**config.mk**
```make
export PLATFORM = sky130hd
export DESIGN_NAME = multitap_keypad_text_entry
export DESIGN_NICKNAME = d
export VERILOG_FILES = /design/src/hw/rtl/mtk_pkg.sv /design/src/hw/rtl/mtk_line_mem.sv /design/src/hw/rtl/multitap_keypad_text_entry.sv
export VERILOG_INCLUDE_DIRS = /design/src /design/src/hw/rtl
export SDC_FILE = /design/constraint.sdc
export NUM_CORES = 1
export LEC_CHECK = 0
export ABC_AREA = 1
export BUFFER_PORTS_ARGS = -buffer_cell sky130_fd_sc_hd__buf_4
export CORE_MARGIN = 2
export CORE_UTILIZATION = 60
export DETAILED_ROUTE_END_ITERATION = 6
export GPL_TIMING_DRIVEN = 0
export PLACE_DENSITY = 0.85
export SYNTH_ARGS = -nofsm -noshare
export SYNTH_HDL_FRONTEND = slang
export SYNTH_SLANG_ARGS = --single-unit
export TNS_END_PERCENT = 30
```
**constraint.sdc**
```tcl
create_clock -name i_clk -period 5.26 [get_ports i_clk]
set_input_delay 0.526 -clock i_clk [delete_from_list [all_inputs] [get_ports i_clk]]
set_output_delay 0.526 -clock i_clk [all_outputs]
set_load 0.05 [all_outputs]
```
**src/hw/rtl/assert_macros.svh**
```systemverilog
`ifndef ASSERT_MACROS_SVH
`define ASSERT_MACROS_SVH

// Clocked check, off while reset is asserted (active low).
`define MTK_ASSERT(lbl, clk, rst_n, prop) \
    lbl: assert property (@(posedge clk) disable iff (!rst_n) prop) \
        else $error("mtk assertion failed");

// Clocked check that also holds during reset.
`define MTK_ASSERT_ALWAYS(lbl, clk, prop) \
    lbl: assert property (@(posedge clk) prop) \
        else $error("mtk assertion failed");

`endif

```
**src/hw/rtl/mtk_pkg.sv**
```systemverilog
package mtk_pkg;

    localparam int LINE_LENGTH_DEF = 32;

    localparam logic [8:0] PAIR_CLEAR = 9'h006;
    localparam logic [8:0] PAIR_MODE  = 9'h030;
    localparam logic [8:0] PAIR_SPACE = 9'h180;

    localparam logic [7:0] CHAR_SPACE = 8'h20;
    localparam logic [7:0] DIGIT_BASE = 8'h31;

    localparam logic [3:0] BCD_NINE = 4'd9;
    localparam logic [1:0] TAP_LAST = 2'd2;

    typedef logic [3:0] t_bcd;

    typedef struct packed {
        t_bcd thousands;
        t_bcd hundreds;
        t_bcd tens;
        t_bcd ones;
    } t_count;

    // multi-tap letter table, three letters per key
    function automatic logic [7:0] letter_code(input logic [3:0] key, input logic [1:0] tap);
        logic [23:0] row;
        row = 24'h000000;
        unique case (key)
            4'd0:    row = {"Z", "Q", "."};
            4'd1:    row = {"C", "B", "A"};
            4'd2:    row = {"F", "E", "D"};
            4'd3:    row = {"I", "H", "G"};
            4'd4:    row = {"L", "K", "J"};
            4'd5:    row = {"O", "N", "M"};
            4'd6:    row = {"S", "R", "P"};
            4'd7:    row = {"V", "U", "T"};
            4'd8:    row = {"Y", "X", "W"};
            default: row = 24'h000000;
        endcase
        unique case (tap)
            2'd0:    return row[7:0];
            2'd1:    return row[15:8];
            2'd2:    return row[23:16];
            default: return row[7:0];
        endcase
    endfunction

    // index of the highest key down
    function automatic logic [3:0] top_key(input logic [8:0] keys);
        logic [3:0] idx;
        idx = 4'd0;
        for (int k = 0; k < 9; k++) begin
            if (keys[k]) begin
                idx = 4'(k);
            end
        end
        return idx;
    endfunction

    // decimal increment, wraps at 9999
    function automatic t_count count_inc(input t_count c);
        t_count n;
        n = c;
        if (c.ones != BCD_NINE) begin
            n.ones = c.ones + 4'd1;
        end else begin
            n.ones = 4'd0;
            if (c.tens != BCD_NINE) begin
                n.tens = c.tens + 4'd1;
            end else begin
                n.tens = 4'd0;
                if (c.hundreds != BCD_NINE) begin
                    n.hundreds = c.hundreds + 4'd1;
                end else begin
                    n.hundreds = 4'd0;
                    if (c.thousands != BCD_NINE) begin
                        n.thousands = c.thousands + 4'd1;
                    end else begin
                        n.thousands = 4'd0;
                    end
                end
            end
        end
        return n;
    endfunction

endpackage

```
**src/hw/rtl/mtk_line_mem.sv**
```systemverilog
module mtk_line_mem #(
    parameter int LINE_LENGTH = mtk_pkg::LINE_LENGTH_DEF
) (
    input  logic                           i_clk,
    input  logic                           i_wr_en,
    input  logic [$clog2(LINE_LENGTH)-1:0] i_wr_addr,
    input  logic [7:0]                     i_wr_data,
    input  logic [$clog2(LINE_LENGTH)-1:0] i_rd_addr,
    output logic [7:0]                     o_rd_data
);

    logic [7:0] r_mem [LINE_LENGTH];
    logic [7:0] r_rd_data;

    always_ff @(posedge i_clk) begin
        if (i_wr_en) begin
            r_mem[i_wr_addr] <= i_wr_data;
        end
        r_rd_data <= r_mem[i_rd_addr];
    end

    assign o_rd_data = r_rd_data;

endmodule

```
**src/hw/rtl/multitap_keypad_text_entry.sv**
```systemverilog
// channel  dir  signals                      word
// s_axis   in   tvalid tready tdata[15:0]    one keypad snapshot
// m_axis   out  tvalid tready tdata[31:0]    one line position, LINE_LENGTH per snapshot
//                 tlast tuser[0]
//
// One snapshot runs an update (accept, decode and write, 0-2 counter steps, read
// prime) and then streams LINE_LENGTH output words.
// The line lives in a circular buffer; one modular address adder serves the write
// and every read. Scrolling moves the head pointer, clearing resets the fill count.
// Reset is synchronous, active low. s_axis is not ready until the last position
// of the line has been taken; m_axis stalls hold the current word.
`include "assert_macros.svh"

module multitap_keypad_text_entry #(
    parameter int LINE_LENGTH = mtk_pkg::LINE_LENGTH_DEF
) (
    input  logic        i_clk,
    input  logic        i_rst_n,
    input  logic        i_s_axis_tvalid,
    output logic        o_s_axis_tready,
    input  logic [15:0] i_s_axis_tdata,  // [8:0] keys_pressed, [15:9] zero
    output logic        o_m_axis_tvalid,
    input  logic        i_m_axis_tready,
    // [4:0] position, [12:5] character, [16:13] count_thousands,
    // [20:17] count_hundreds, [24:21] count_tens, [28:25] count_ones, [31:29] zero
    output logic [31:0] o_m_axis_tdata,
    output logic        o_m_axis_tlast,  // last_of_run
    output logic [0:0]  o_m_axis_tuser   // [0] letter_mode
);

    localparam int PW = $clog2(LINE_LENGTH);
    localparam int FW = $clog2(LINE_LENGTH + 1);
    localparam logic [FW-1:0] FILL_FULL = FW'(LINE_LENGTH);
    localparam logic [PW-1:0] LAST_POS  = PW'(LINE_LENGTH - 1);
    localparam logic [PW:0]   LEN_WIDE  = (PW + 1)'(LINE_LENGTH);

    typedef enum logic [1:0] {
        ST_IDLE,
        ST_DECODE,
        ST_COUNT,
        ST_STREAM
    } t_state;

    t_state          r_state;
    logic [8:0]      r_keys;
    logic [PW-1:0]   r_head;
    logic [FW-1:0]   r_fill;
    logic            r_mode;
    logic [3:0]      r_last_key;
    logic [1:0]      r_tap;
    mtk_pkg::t_count r_count;
    logic [1:0]      r_inc;
    logic [PW-1:0]   r_pos;

    logic [3:0]    key;
    logic          any_key;
    logic          is_clear;
    logic          is_mode;
    logic          is_space;
    logic          is_single;
    logic [1:0]    tap_step;
    logic [1:0]    tap_eff;
    logic          replace;
    logic          do_append;
    logic [7:0]    append_char;
    logic [7:0]    wr_data;
    logic [PW-1:0] wr_off;
    logic [PW-1:0] n_pos;
    logic [PW-1:0] add_b;
    logic [PW:0]   add_sum;
    logic [PW-1:0] phys_addr;
    logic [PW-1:0] head_next;
    logic          wr_en;
    logic [7:0]    w_rd_data;

    always_comb begin
        key       = mtk_pkg::top_key(r_keys);
        any_key   = |r_keys;
        is_clear  = (r_keys & mtk_pkg::PAIR_CLEAR) == mtk_pkg::PAIR_CLEAR;
        is_mode   = !is_clear && ((r_keys & mtk_pkg::PAIR_MODE) == mtk_pkg::PAIR_MODE);
        is_space  = !is_clear && !is_mode
                    && ((r_keys & mtk_pkg::PAIR_SPACE) == mtk_pkg::PAIR_SPACE);
        is_single = !is_clear && !is_mode && !is_space && any_key;

        if (r_last_key != key || r_tap == mtk_pkg::TAP_LAST) begin
            tap_step = 2'd0;
        end else begin
            tap_step = r_tap + 2'd1;
        end
        // repeat tap on an empty line starts a new character
        tap_eff = (r_mode && r_fill == '0) ? 2'd0 : tap_step;
        replace = is_single && r_mode && tap_eff != 2'd0;

        if (is_space) begin
            append_char = mtk_pkg::CHAR_SPACE;
        end else if (r_mode) begin
            append_char = mtk_pkg::letter_code(key, 2'd0);
        end else begin
            append_char = mtk_pkg::DIGIT_BASE + {4'd0, key};
        end
        do_append = is_space || (is_single && !replace);
        wr_data   = replace ? mtk_pkg::letter_code(key, tap_eff) : append_char;

        if (replace) begin
            wr_off = PW'(r_fill - FW'(1));
        end else if (r_fill == FILL_FULL) begin
            wr_off = '0;
        end else begin
            wr_off = PW'(r_fill);
        end

        if (r_state == ST_STREAM && i_m_axis_tready && r_pos != LAST_POS) begin
            n_pos = r_pos + PW'(1);
        end else if (r_state == ST_STREAM) begin
            n_pos = r_pos;
        end else begin
            n_pos = '0;
        end

        // shared modular address adder
        add_b   = (r_state == ST_DECODE) ? wr_off : n_pos;
        add_sum = {1'b0, r_head} + {1'b0, add_b};
        if (add_sum >= LEN_WIDE) begin
            phys_addr = PW'(add_sum - LEN_WIDE);
        end else begin
            phys_addr = PW'(add_sum);
        end

        head_next = (r_head == LAST_POS) ? '0 : r_head + PW'(1);
        wr_en     = (r_state == ST_DECODE) && (do_append || replace);
    end

    mtk_line_mem #(
        .LINE_LENGTH(LINE_LENGTH)
    ) u_line_mem (
        .i_clk     (i_clk),
        .i_wr_en   (wr_en),
        .i_wr_addr (phys_addr),
        .i_wr_data (wr_data),
        .i_rd_addr (phys_addr),
        .o_rd_data (w_rd_data)
    );

    always_ff @(posedge i_clk) begin
        if (!i_rst_n) begin
            r_state    <= ST_IDLE;
            r_keys     <= '0;
            r_head     <= '0;
            r_fill     <= '0;
            r_mode     <= 1'b1;
            r_last_key <= '0;
            r_tap      <= '0;
            r_count    <= '0;
            r_inc      <= '0;
            r_pos      <= '0;
        end else begin
            unique case (r_state)
                ST_IDLE: begin
                    if (i_s_axis_tvalid) begin
                        r_keys  <= i_s_axis_tdata[8:0];
                        r_state <= ST_DECODE;
                    end
                end
                ST_DECODE: begin
                    if (is_clear) begin
                        r_fill <= '0;
                    end
                    if (is_mode) begin
                        r_mode <= !r_mode;
                    end
                    if (is_single) begin
                        r_last_key <= key;
                        r_tap      <= tap_eff;
                    end
                    if (do_append) begin
                        if (r_fill == FILL_FULL) begin
                            r_head <= head_next;
                        end else begin
                            r_fill <= r_fill + FW'(1);
                        end
                    end
                    if (is_single) begin
                        r_inc <= 2'd1;
                    end else if (any_key && !is_single) begin
                        r_inc <= 2'd2;
                    end else begin
                        r_inc <= 2'd0;
                    end
                    r_state <= ST_COUNT;
                end
                ST_COUNT: begin
                    if (r_inc != 2'd0) begin
                        r_count <= mtk_pkg::count_inc(r_count);
                        r_inc   <= r_inc - 2'd1;
                    end else begin
                        r_pos   <= n_pos;
                        r_state <= ST_STREAM;
                    end
                end
                ST_STREAM: begin
                    r_pos <= n_pos;
                    if (i_m_axis_tready && r_pos == LAST_POS) begin
                        r_state <= ST_IDLE;
                    end
                end
                default: r_state <= ST_IDLE;
            endcase
        end
    end

    assign o_s_axis_tready = (r_state == ST_IDLE);
    assign o_m_axis_tvalid = (r_state == ST_STREAM);
    assign o_m_axis_tdata  = {3'd0,
                              r_count.ones, r_count.tens, r_count.hundreds, r_count.thousands,
                              (FW'(r_pos) < r_fill) ? w_rd_data : 8'd0,
                              5'(r_pos)};
    assign o_m_axis_tlast  = (r_pos == LAST_POS);
    assign o_m_axis_tuser  = r_mode;

    `MTK_ASSERT(a_busy_while_streaming, i_clk, i_rst_n, o_m_axis_tvalid |-> !o_s_axis_tready)
    `MTK_ASSERT(a_accept_to_decode, i_clk, i_rst_n,
        (i_s_axis_tvalid && o_s_axis_tready) |=> (r_state == ST_DECODE))
    `MTK_ASSERT(a_stall_holds_char, i_clk, i_rst_n,
        (o_m_axis_tvalid && !i_m_axis_tready) |=> $stable(w_rd_data))
    `MTK_ASSERT_ALWAYS(a_fill_head_range, i_clk,
        !i_rst_n || ((r_fill <= FILL_FULL) && ({1'b0, r_head} < LEN_WIDE)))

endmodule
```
==> run_results.csv, run 1 <==
group,metric,value,unit
status,status,"finished, final reports clean",
hold_path,worstHoldStart,"i_s_axis_tdata[1]",
hold_path,min_path_type,"primary input to register",
clocking,htreeDepth,1,
global_routing,grt_use_total,0.274,
synthesis,yosys_most_used_dff,"edfxtp_1",
sta,final.min_clock_period,5.08,ns
worst_setup_path,crit_arrival,5.29,ns
synthesis,synth_top_area_share,0.522,
clocking,insertion_delay,0.54,ns
floorplanning,ioPinCount,56,
worst_setup_path,max_stage_delay,0.57,ns
floorplanning,die_w,151,µm
place,port_buffers,44,
synthesis,synth_edf_count,224,
worst_setup_path,path_class,"register to register",
finish,drive_gt1_frac,0.166,
clocking,cts.reportedPaths.clkPinSlew,0.06,ns
detailed_routing,antenna_left,0,
synthesis,post-synth-top-area-cell,"edfxtp_1",
detailed_routing,dr.pass1.iters,6,
place,dp.cells,1598,
floorplanning,dieArea,22700,µm²
synthesis,ys_warn_count,0,
place,dp_slack,-0.773,ns
finish,nets,1424,
clocking,cts_tree,"yes",
place,dp_hpwl,20000,µm
worst_setup_path,worst_setup_path_start_kind,"register",
pwr,peakVddDrop,0.000434,V
sta,setup_viol,0,
hold_path,min_delay_path_depth,3,
synthesis,yosys_register_bits,283,
worst_setup_path,cp_max_fo,10,
clocking,cts.sinks,283,
synthesis,ys_top_cells_by_area,"edfxtp_1 52%, nand2_1 11%, dfxtp_1 9.2%",
detailed_routing,drt_iter0_markers,978,
clocking,clk_path_buf_depth,3,
worst_setup_path,end_kind,"register",
finish,n_fill_cell,1451,
worst_setup_path,r2r-start,"r_fill[0]",
synthesis,synthAdderAreaFrac,0.0307,
floorplanning,fp.coreArea,21100,µm²
pwr,power_density,632,nW/µm²
global_routing,grt_pass1_wl,47900,µm
global_routing,grt_max_degree,33,
synthesis,synthSimpleGateAreaFrac,0.225,
worst_setup_path,crit_family,"simple AND/OR/NAND/NOR gates",
global_routing,grt_pass1_vias,9210,
worst_setup_path,path_cells,"inv_1 -> ha_1 -> nand2_1 -> nor2_1 -> nand3_1 -> nand3_1 -> nor3_2 -> nand3b_1 -> ha_1 -> nor2_4 -> nand3_4 -> clkinvlp_4 -> o31ai_1 -> o22ai_1 -> inv_1 -> ha_1 -> inv_1 -> fa_1 -> nand2_1 -> inv_1 -> buf_2 -> clkbuf_4 -> nand2_4 -> nor2_4",
synthesis,synthArstFlopShare,0,
synthesis,ys_types,53,
pwr,power,9.50,mW
worst_setup_path,cp_slowest_cell,"fa_1",
worst_setup_path,rrSetupSlack,0.18,ns
synthesis,synth-compound-area-share,0.0667,
worst_setup_path,rr_endpoint,"u_line_mem.r_mem[13][5]",
sta,slew_headroom,0.0848,
sta,skew,0.0190,ns
worst_setup_path,worst-path-buf-inv,7,
floorplanning,row_count,53,
finish,final_cell_mix,"370 x nand2_1, 224 x edfxtp_1, 91 x inv_1",
synthesis,syn_inst,1275,
sta,tightest_slew,1.37,ns
clocking,cts_buffers,28,
floorplanning,initial_core_util,0.612,
clocking,hold_buffers,0,
worst_setup_path,crit_required,5.46,ns
detailed_routing,vias,9835,
synthesis,synth_top_family_by_area,"simple AND/OR/NAND/NOR gates",
detailed_routing,drc,0,
clocking,root_buffer,"clkbuf_16",
synthesis,synthXorXnorAreaFrac,0.0128,
synthesis,muxShareOfSynthArea,0.00165,
finish,fin_cells,1670,
synthesis,seq_area_frac_synth,0.613,
finish,final_common_cell,"nand2_1",
finish,diodes,0,
sta,maxSlewViolCount,0,
worst_setup_path,critPathMostFrequentCell,"inv_1",
synthesis,syn_area_per_cell,10.1,µm²
sta,max_clock_freq,197,MHz
worst_setup_path,r2r_cells,24,
finish,finish.utilization,0.712,
synthesis,syn_area,12900,µm²
floorplanning,die_y,151,µm
global_routing,antenna_found_initial,0,
sta,holdWs,0.253,ns
hold_path,whs_endpoint,"r_keys[1]",
run,cap_violations,0,
sta,setup_slack,0.178,ns
global_routing,grt-ovfl-total,0,
finish,area_growth,16.5,%
place,gp_congestion,0.978,
detailed_routing,totalWireLength,31700,µm
pwr,p_leak,5.64,nW
detailed_routing,wl_per_cell,19.0,µm
detailed_routing,via_per_inst,5.89,
sta,final_hold_viol_count,0,
sta,fin_crit_sh,0.966,
[final cells by class]
class	instances	area (µm²)	area share
Sequential cell	283	7910	0.526
Clock inverter	11	111	0.00741
Tap cell	275	344	0.0229
Timing Repair Buffer	66	528	0.0352
Inverter	101	387	0.0257
Buffer	51	279	0.0186
Multi-Input combinational cell	842	4660	0.310
Clock buffer	41	801	0.0533
[how the worst max path moves through the flow]
| stage | depth (start not counted) | startpoint | to |
|---|---|---|---|
| 6_report | 24 | r_fill[0] | u_line_mem.r_mem[13][5] |
| 5_1_grt | 27 | r_fill[1] | u_line_mem.o_rd_data[5] |
| 4_1_cts | 24 | r_fill[0] | u_line_mem.r_mem[31][2] |
| 3_5_place_dp | 22 | r_keys[7] | u_line_mem.r_mem[11][1] |
| 3_3_place_gp | 22 | r_keys[7] | u_line_mem.r_mem[11][1] |
| 2_1_floorplan | 23 | r_keys[4] | u_line_mem.r_mem[2][0] |
[through the flow]
| step | area [µm²] | setup TNS [ns] |
|---|---|---|
| floorplan | 12900 | 0 |
| detailed placement | 13600 | -127.35 |
| CTS | 14700 | 0 |
| finish | 15000 | 0 |
| global route | 15000 | -6.76 |
| global placement | 13600 | -96.42 |
[cells in the mapped netlist, drive strengths merged (8+ instances only)]
cell type,number
o21ai,53
nand3,62
o211ai,8
inv,101
nand4,72
buf,31
a21oi,78
clkbuf,21
nand2,386
dfxtp,59
ha,30
edfxtp,224
xor2,10
nor2,93
nor3,10
[layer usage]
layer  up-vias  routed length (µm)  part of all wire  track usage
li1       4576                   -                 -            -
met1      4588               12300              0.39        0.363
met2       573               15500              0.49        0.464
met3        98                2920             0.092       0.0400
met4         0                1030             0.033       0.0944
met5         -                   0                 0            0
[worst register-to-register path, cell delays in order (launching register included)]
cell        delay, ns
dfxtp_1          0.34
inv_1            0.17
ha_1             0.24
nand2_1          0.08
nor2_1           0.13
nand3_1          0.14
nand3_1          0.15
nor3_2           0.06
nand3b_1         0.18
ha_1             0.25
nor2_4           0.07
nand3_4          0.14
clkinvlp_4       0.18
o31ai_1          0.29
o22ai_1          0.11
inv_1            0.07
ha_1             0.15
inv_1            0.05
fa_1             0.57
nand2_1          0.07
inv_1            0.12
buf_2            0.30
clkbuf_4         0.29
nand2_4          0.22
nor2_4           0.37
[what timing repair did]
| item | CTS | global route |
|---|---|---|
| gates cloned | 0 | 0 |
| gates resized for setup | 63 | 32 |
| endpoints found under the hold margin | 0 | 0 |
| buffers inserted | 2 | 19 |
| pin swaps | 1 | 23 |
| endpoints found under the setup margin | 230 | 231 |
[state kept, by name (all words and copies together), names as in the netlist]
register	cells
o_m_axis_tdata	16
o_m_axis_tuser	1
r_fill	6
r_head	5
r_inc	2
r_keys	9
r_last_key	4
r_pos	5
r_state	2
r_tap	2
u_line_mem.o_rd_data	7
u_line_mem.r_mem	224
[where the power goes]
group,internal [mW],switching (mW),total (mW)
sequential,3.21,0.0885,3.30
clock,1.15,0.829,1.98
combinational,1.09,3.12,4.21
[cells by family after synthesis]
family                     Yosys count
adders and majority gates           31
and+or+nand+nor                    634
AOI/OAI and AO/OA                  156
other                                1
DFF                                283
xor gates and xnor gates            15
buffers and inverters              153
muxes                                2
(Power assumes the default switching activity.)
==> run 2, diff against run 1 <==
CAP_MARGIN = 20   (was unset)
CORE_UTILIZATION = 56   (was 60)
MAX_ROUTING_LAYER = met4   (was unset)
PLACE_DENSITY = 0.83   (was 0.85)
clock period = 4.35 ns   (was 5.26 ns; I/O delays follow)
==> run 2 against run 1 <==
Non-clock buffer count up 27. Die area up 6.9%. Worst hold slack worse by 0.088 ns. Clock power up 29%. Register-to-register slack worse by 0.17 ns. Critical path depth down 1. First-iteration DRC count up 6.6%. Utilization down 0.66 points.
==> run_results.csv, run 2 (synthesis results as in run 1) <==
group,metric,value,unit
status,status,"finished, final reports clean",
worst_setup_path,cp_max_fo,10,
finish,largest_reg_flops,224,
place,dp.cells,1609,
hold_path,min_path_type,"primary input to register",
sta,maxSlewViolCount,0,
finish,final_cell_mix,"351 x nand2_1, 224 x edfxtp_1, 85 x inv_1",
worst_setup_path,r2r_cells,23,
pwr,p_int,7.33,mW
finish,final_common_cell,"nand2_1",
clocking,clk_path_buf_depth,3,
floorplanning,die_w,156,µm
worst_setup_path,rrSetupSlack,0.009,ns
clocking,cts.sinks,283,
pwr,p_switching,5.32,mW
global_routing,grt_use_total,0.272,
worst_setup_path,critPathMostFrequentCell,"nor2_4",
detailed_routing,dr.pass1.iters,5,
detailed_routing,totalWireLength,33500,µm
floorplanning,initial_core_util,0.570,
worst_setup_path,crit_required,4.57,ns
worst_setup_path,rr_endpoint,"u_line_mem.r_mem[24][4]",
worst_setup_path,worst_setup_path_start_kind,"register",
sta,max_clock_freq,230,MHz
floorplanning,die_y,156,µm
worst_setup_path,path_cells,"nor2_4 -> nand2_2 -> a21oi_4 -> nand2_2 -> nand3_2 -> nor3_4 -> nand3b_1 -> ha_2 -> nor2_4 -> nand3_4 -> clkinvlp_4 -> o31ai_4 -> o22ai_2 -> inv_1 -> ha_2 -> inv_2 -> fa_2 -> nand2_1 -> inv_1 -> buf_6 -> buf_6 -> nand2_4 -> nor2_4",
sta,rsz0062_at_grt,"yes",
worst_setup_path,worst-path-buf-inv,6,
finish,fin_cells,1707,
pwr,power,12.6,mW
sta,holdWs,0.165,ns
floorplanning,ioPinCount,56,
global_routing,grt_pass1_vias,9548,
hold_path,whs_endpoint,"r_keys[1]",
clocking,htreeDepth,1,
global_routing,antenna_found_initial,0,
finish,multi_input_area,4970,µm²
place,gp_congestion,0.936,
global_routing,grt_pass1_wl,50000,µm
clocking,hold_buffers,0,
worst_setup_path,path_class,"register to register",
detailed_routing,vias,10079,
finish,nets,1451,
floorplanning,row_count,55,
global_routing,grt-ovfl-total,0,
floorplanning,fp.coreArea,22600,µm²
detailed_routing,drt_iter0_markers,1043,
pwr,power_density,792,nW/µm²
worst_setup_path,cp_slowest_cell,"fa_2",
pwr,peakVddDrop,0.000424,V
pwr,power_frac_seq,0.314,
finish,n_fill_cell,1480,
sta,final.min_clock_period,4.34,ns
clocking,cts_buffers,28,
pwr,comb_power_share,0.484,
place,port_buffers,44,
pwr,p_leak,5.93,nW
sta,setup_viol,0,
clocking,insertion_delay,0.58,ns
finish,finish.utilization,0.706,
pwr,pwr-share-clk,0.201,
detailed_routing,drc,0,
place,dp_hpwl,20400,µm
sta,tightest_slew,0.953,ns
sta,final_hold_viol_count,0,
clocking,cts_tree,"yes",
hold_path,worstHoldStart,"i_s_axis_tdata[1]",
global_routing,grt_max_degree,33,
run,cap_violations,0,
worst_setup_path,crit_arrival,4.57,ns
worst_setup_path,end_kind,"register",
worst_setup_path,r2r-start,"r_keys[5]",
finish,diodes,0,
finish,drive_gt1_frac,0.242,
clocking,root_buffer,"clkbuf_16",
detailed_routing,wl_per_cell,19.7,µm
hold_path,min_delay_path_depth,3,
floorplanning,dieArea,24300,µm²
finish,seq_area,7930,µm²
clocking,cts.reportedPaths.clkPinSlew,0.06,ns
finish,area_growth,23.9,%
pwr,swShare,0.421,
sta,skew,0.0404,ns
worst_setup_path,max_stage_delay,0.58,ns
detailed_routing,via_per_inst,5.90,
sta,slew_headroom,0.365,
finish,top_register,"u_line_mem.r_mem",
detailed_routing,antenna_left,0,
sta,fin_crit_sh,0.998,
worst_setup_path,crit_family,"simple AND/OR/NAND/NOR gates",
-- run 2: cell count changes in the layout (fill, tap and decap cells not counted), sizes merged --
cell,before,now
bufinv,2,5
clkbuf,66,46
buf,92,128
clkinvlp,2,3
inv,99,101
clkinv,9,14
-- run 2: cell type report --
type,count,share of cell area
sequential,283,0.496
timing repair buffer,94,0.0590
inverter,101,0.0249
clock buffer,30,0.0443
buffer,50,0.0252
multi-input combinational,842,0.311
clock inverter,22,0.0170
tap,285,0.0223
-- run 2: how the worst max path moves through the flow --
| stage | start | end | slack (ns) | depth (start not counted) |
|---|---|---|---|---|
| global route | r_keys[5] | u_line_mem.r_mem[23][2] | -0.23 | 22 |
| floorplan | r_keys[8] | u_line_mem.r_mem[24][0] | -0.07 | 21 |
| detailed placement | r_fill[0] | u_line_mem.r_mem[8][3] | -1.34 | 23 |
| finish | r_keys[5] | u_line_mem.r_mem[24][4] | 0.009 | 23 |
| global placement | r_fill[0] | u_line_mem.r_mem[28][2] | -1.19 | 23 |
| CTS | r_keys[8] | u_line_mem.o_rd_data[3] | 0.002 | 27 |
-- run 2: stage by stage --
stage	setup slack, ns	cell area, µm²	TNS [ns]
final	0.00891	16000	0
after CTS	0.00182	15400	0
after global placement	-1.19	13700	-240.22
after global routing	-0.228	16000	-31.12
after detailed placement	-1.34	13800	-259.60
after floorplan	-0.0743	13100	-6.33
-- run 2: power by group through the flow --
stage	clock network (mW)	registers (mW)	logic, mW
floorplan	0	4.04	3.15
global placement	0	4.04	4.59
detailed placement	0	4.04	4.85
CTS	2.55	3.99	5.24
global route	2.68	4.00	6.54
finish	2.55	3.98	6.12
-- run 2: worst register-to-register path: cells and delay by family, from the launching register on --
kind / cells / cell delay (ns)
compound gates: 3 / 0.57
fa+ha+maj: 3 / 0.98
simple gates: 11 / 1.42
flops: 1 / 0.36
buf+inv: 6 / 0.68
-- run 2: metal layers --
metal  track usage  vias up  part of all wire
met1         0.342     4775              0.38
li1              -     4635                 -
met2         0.454      561              0.49
met3        0.0453      108             0.087
met4        0.0882        0             0.036
met5             -        -                 0
-- run 2: timing repair --
action,in CTS,in global routing
resized for setup,102,118
endpoints found under the setup margin,231,231
setup buffers,24,18
pin swaps,29,70
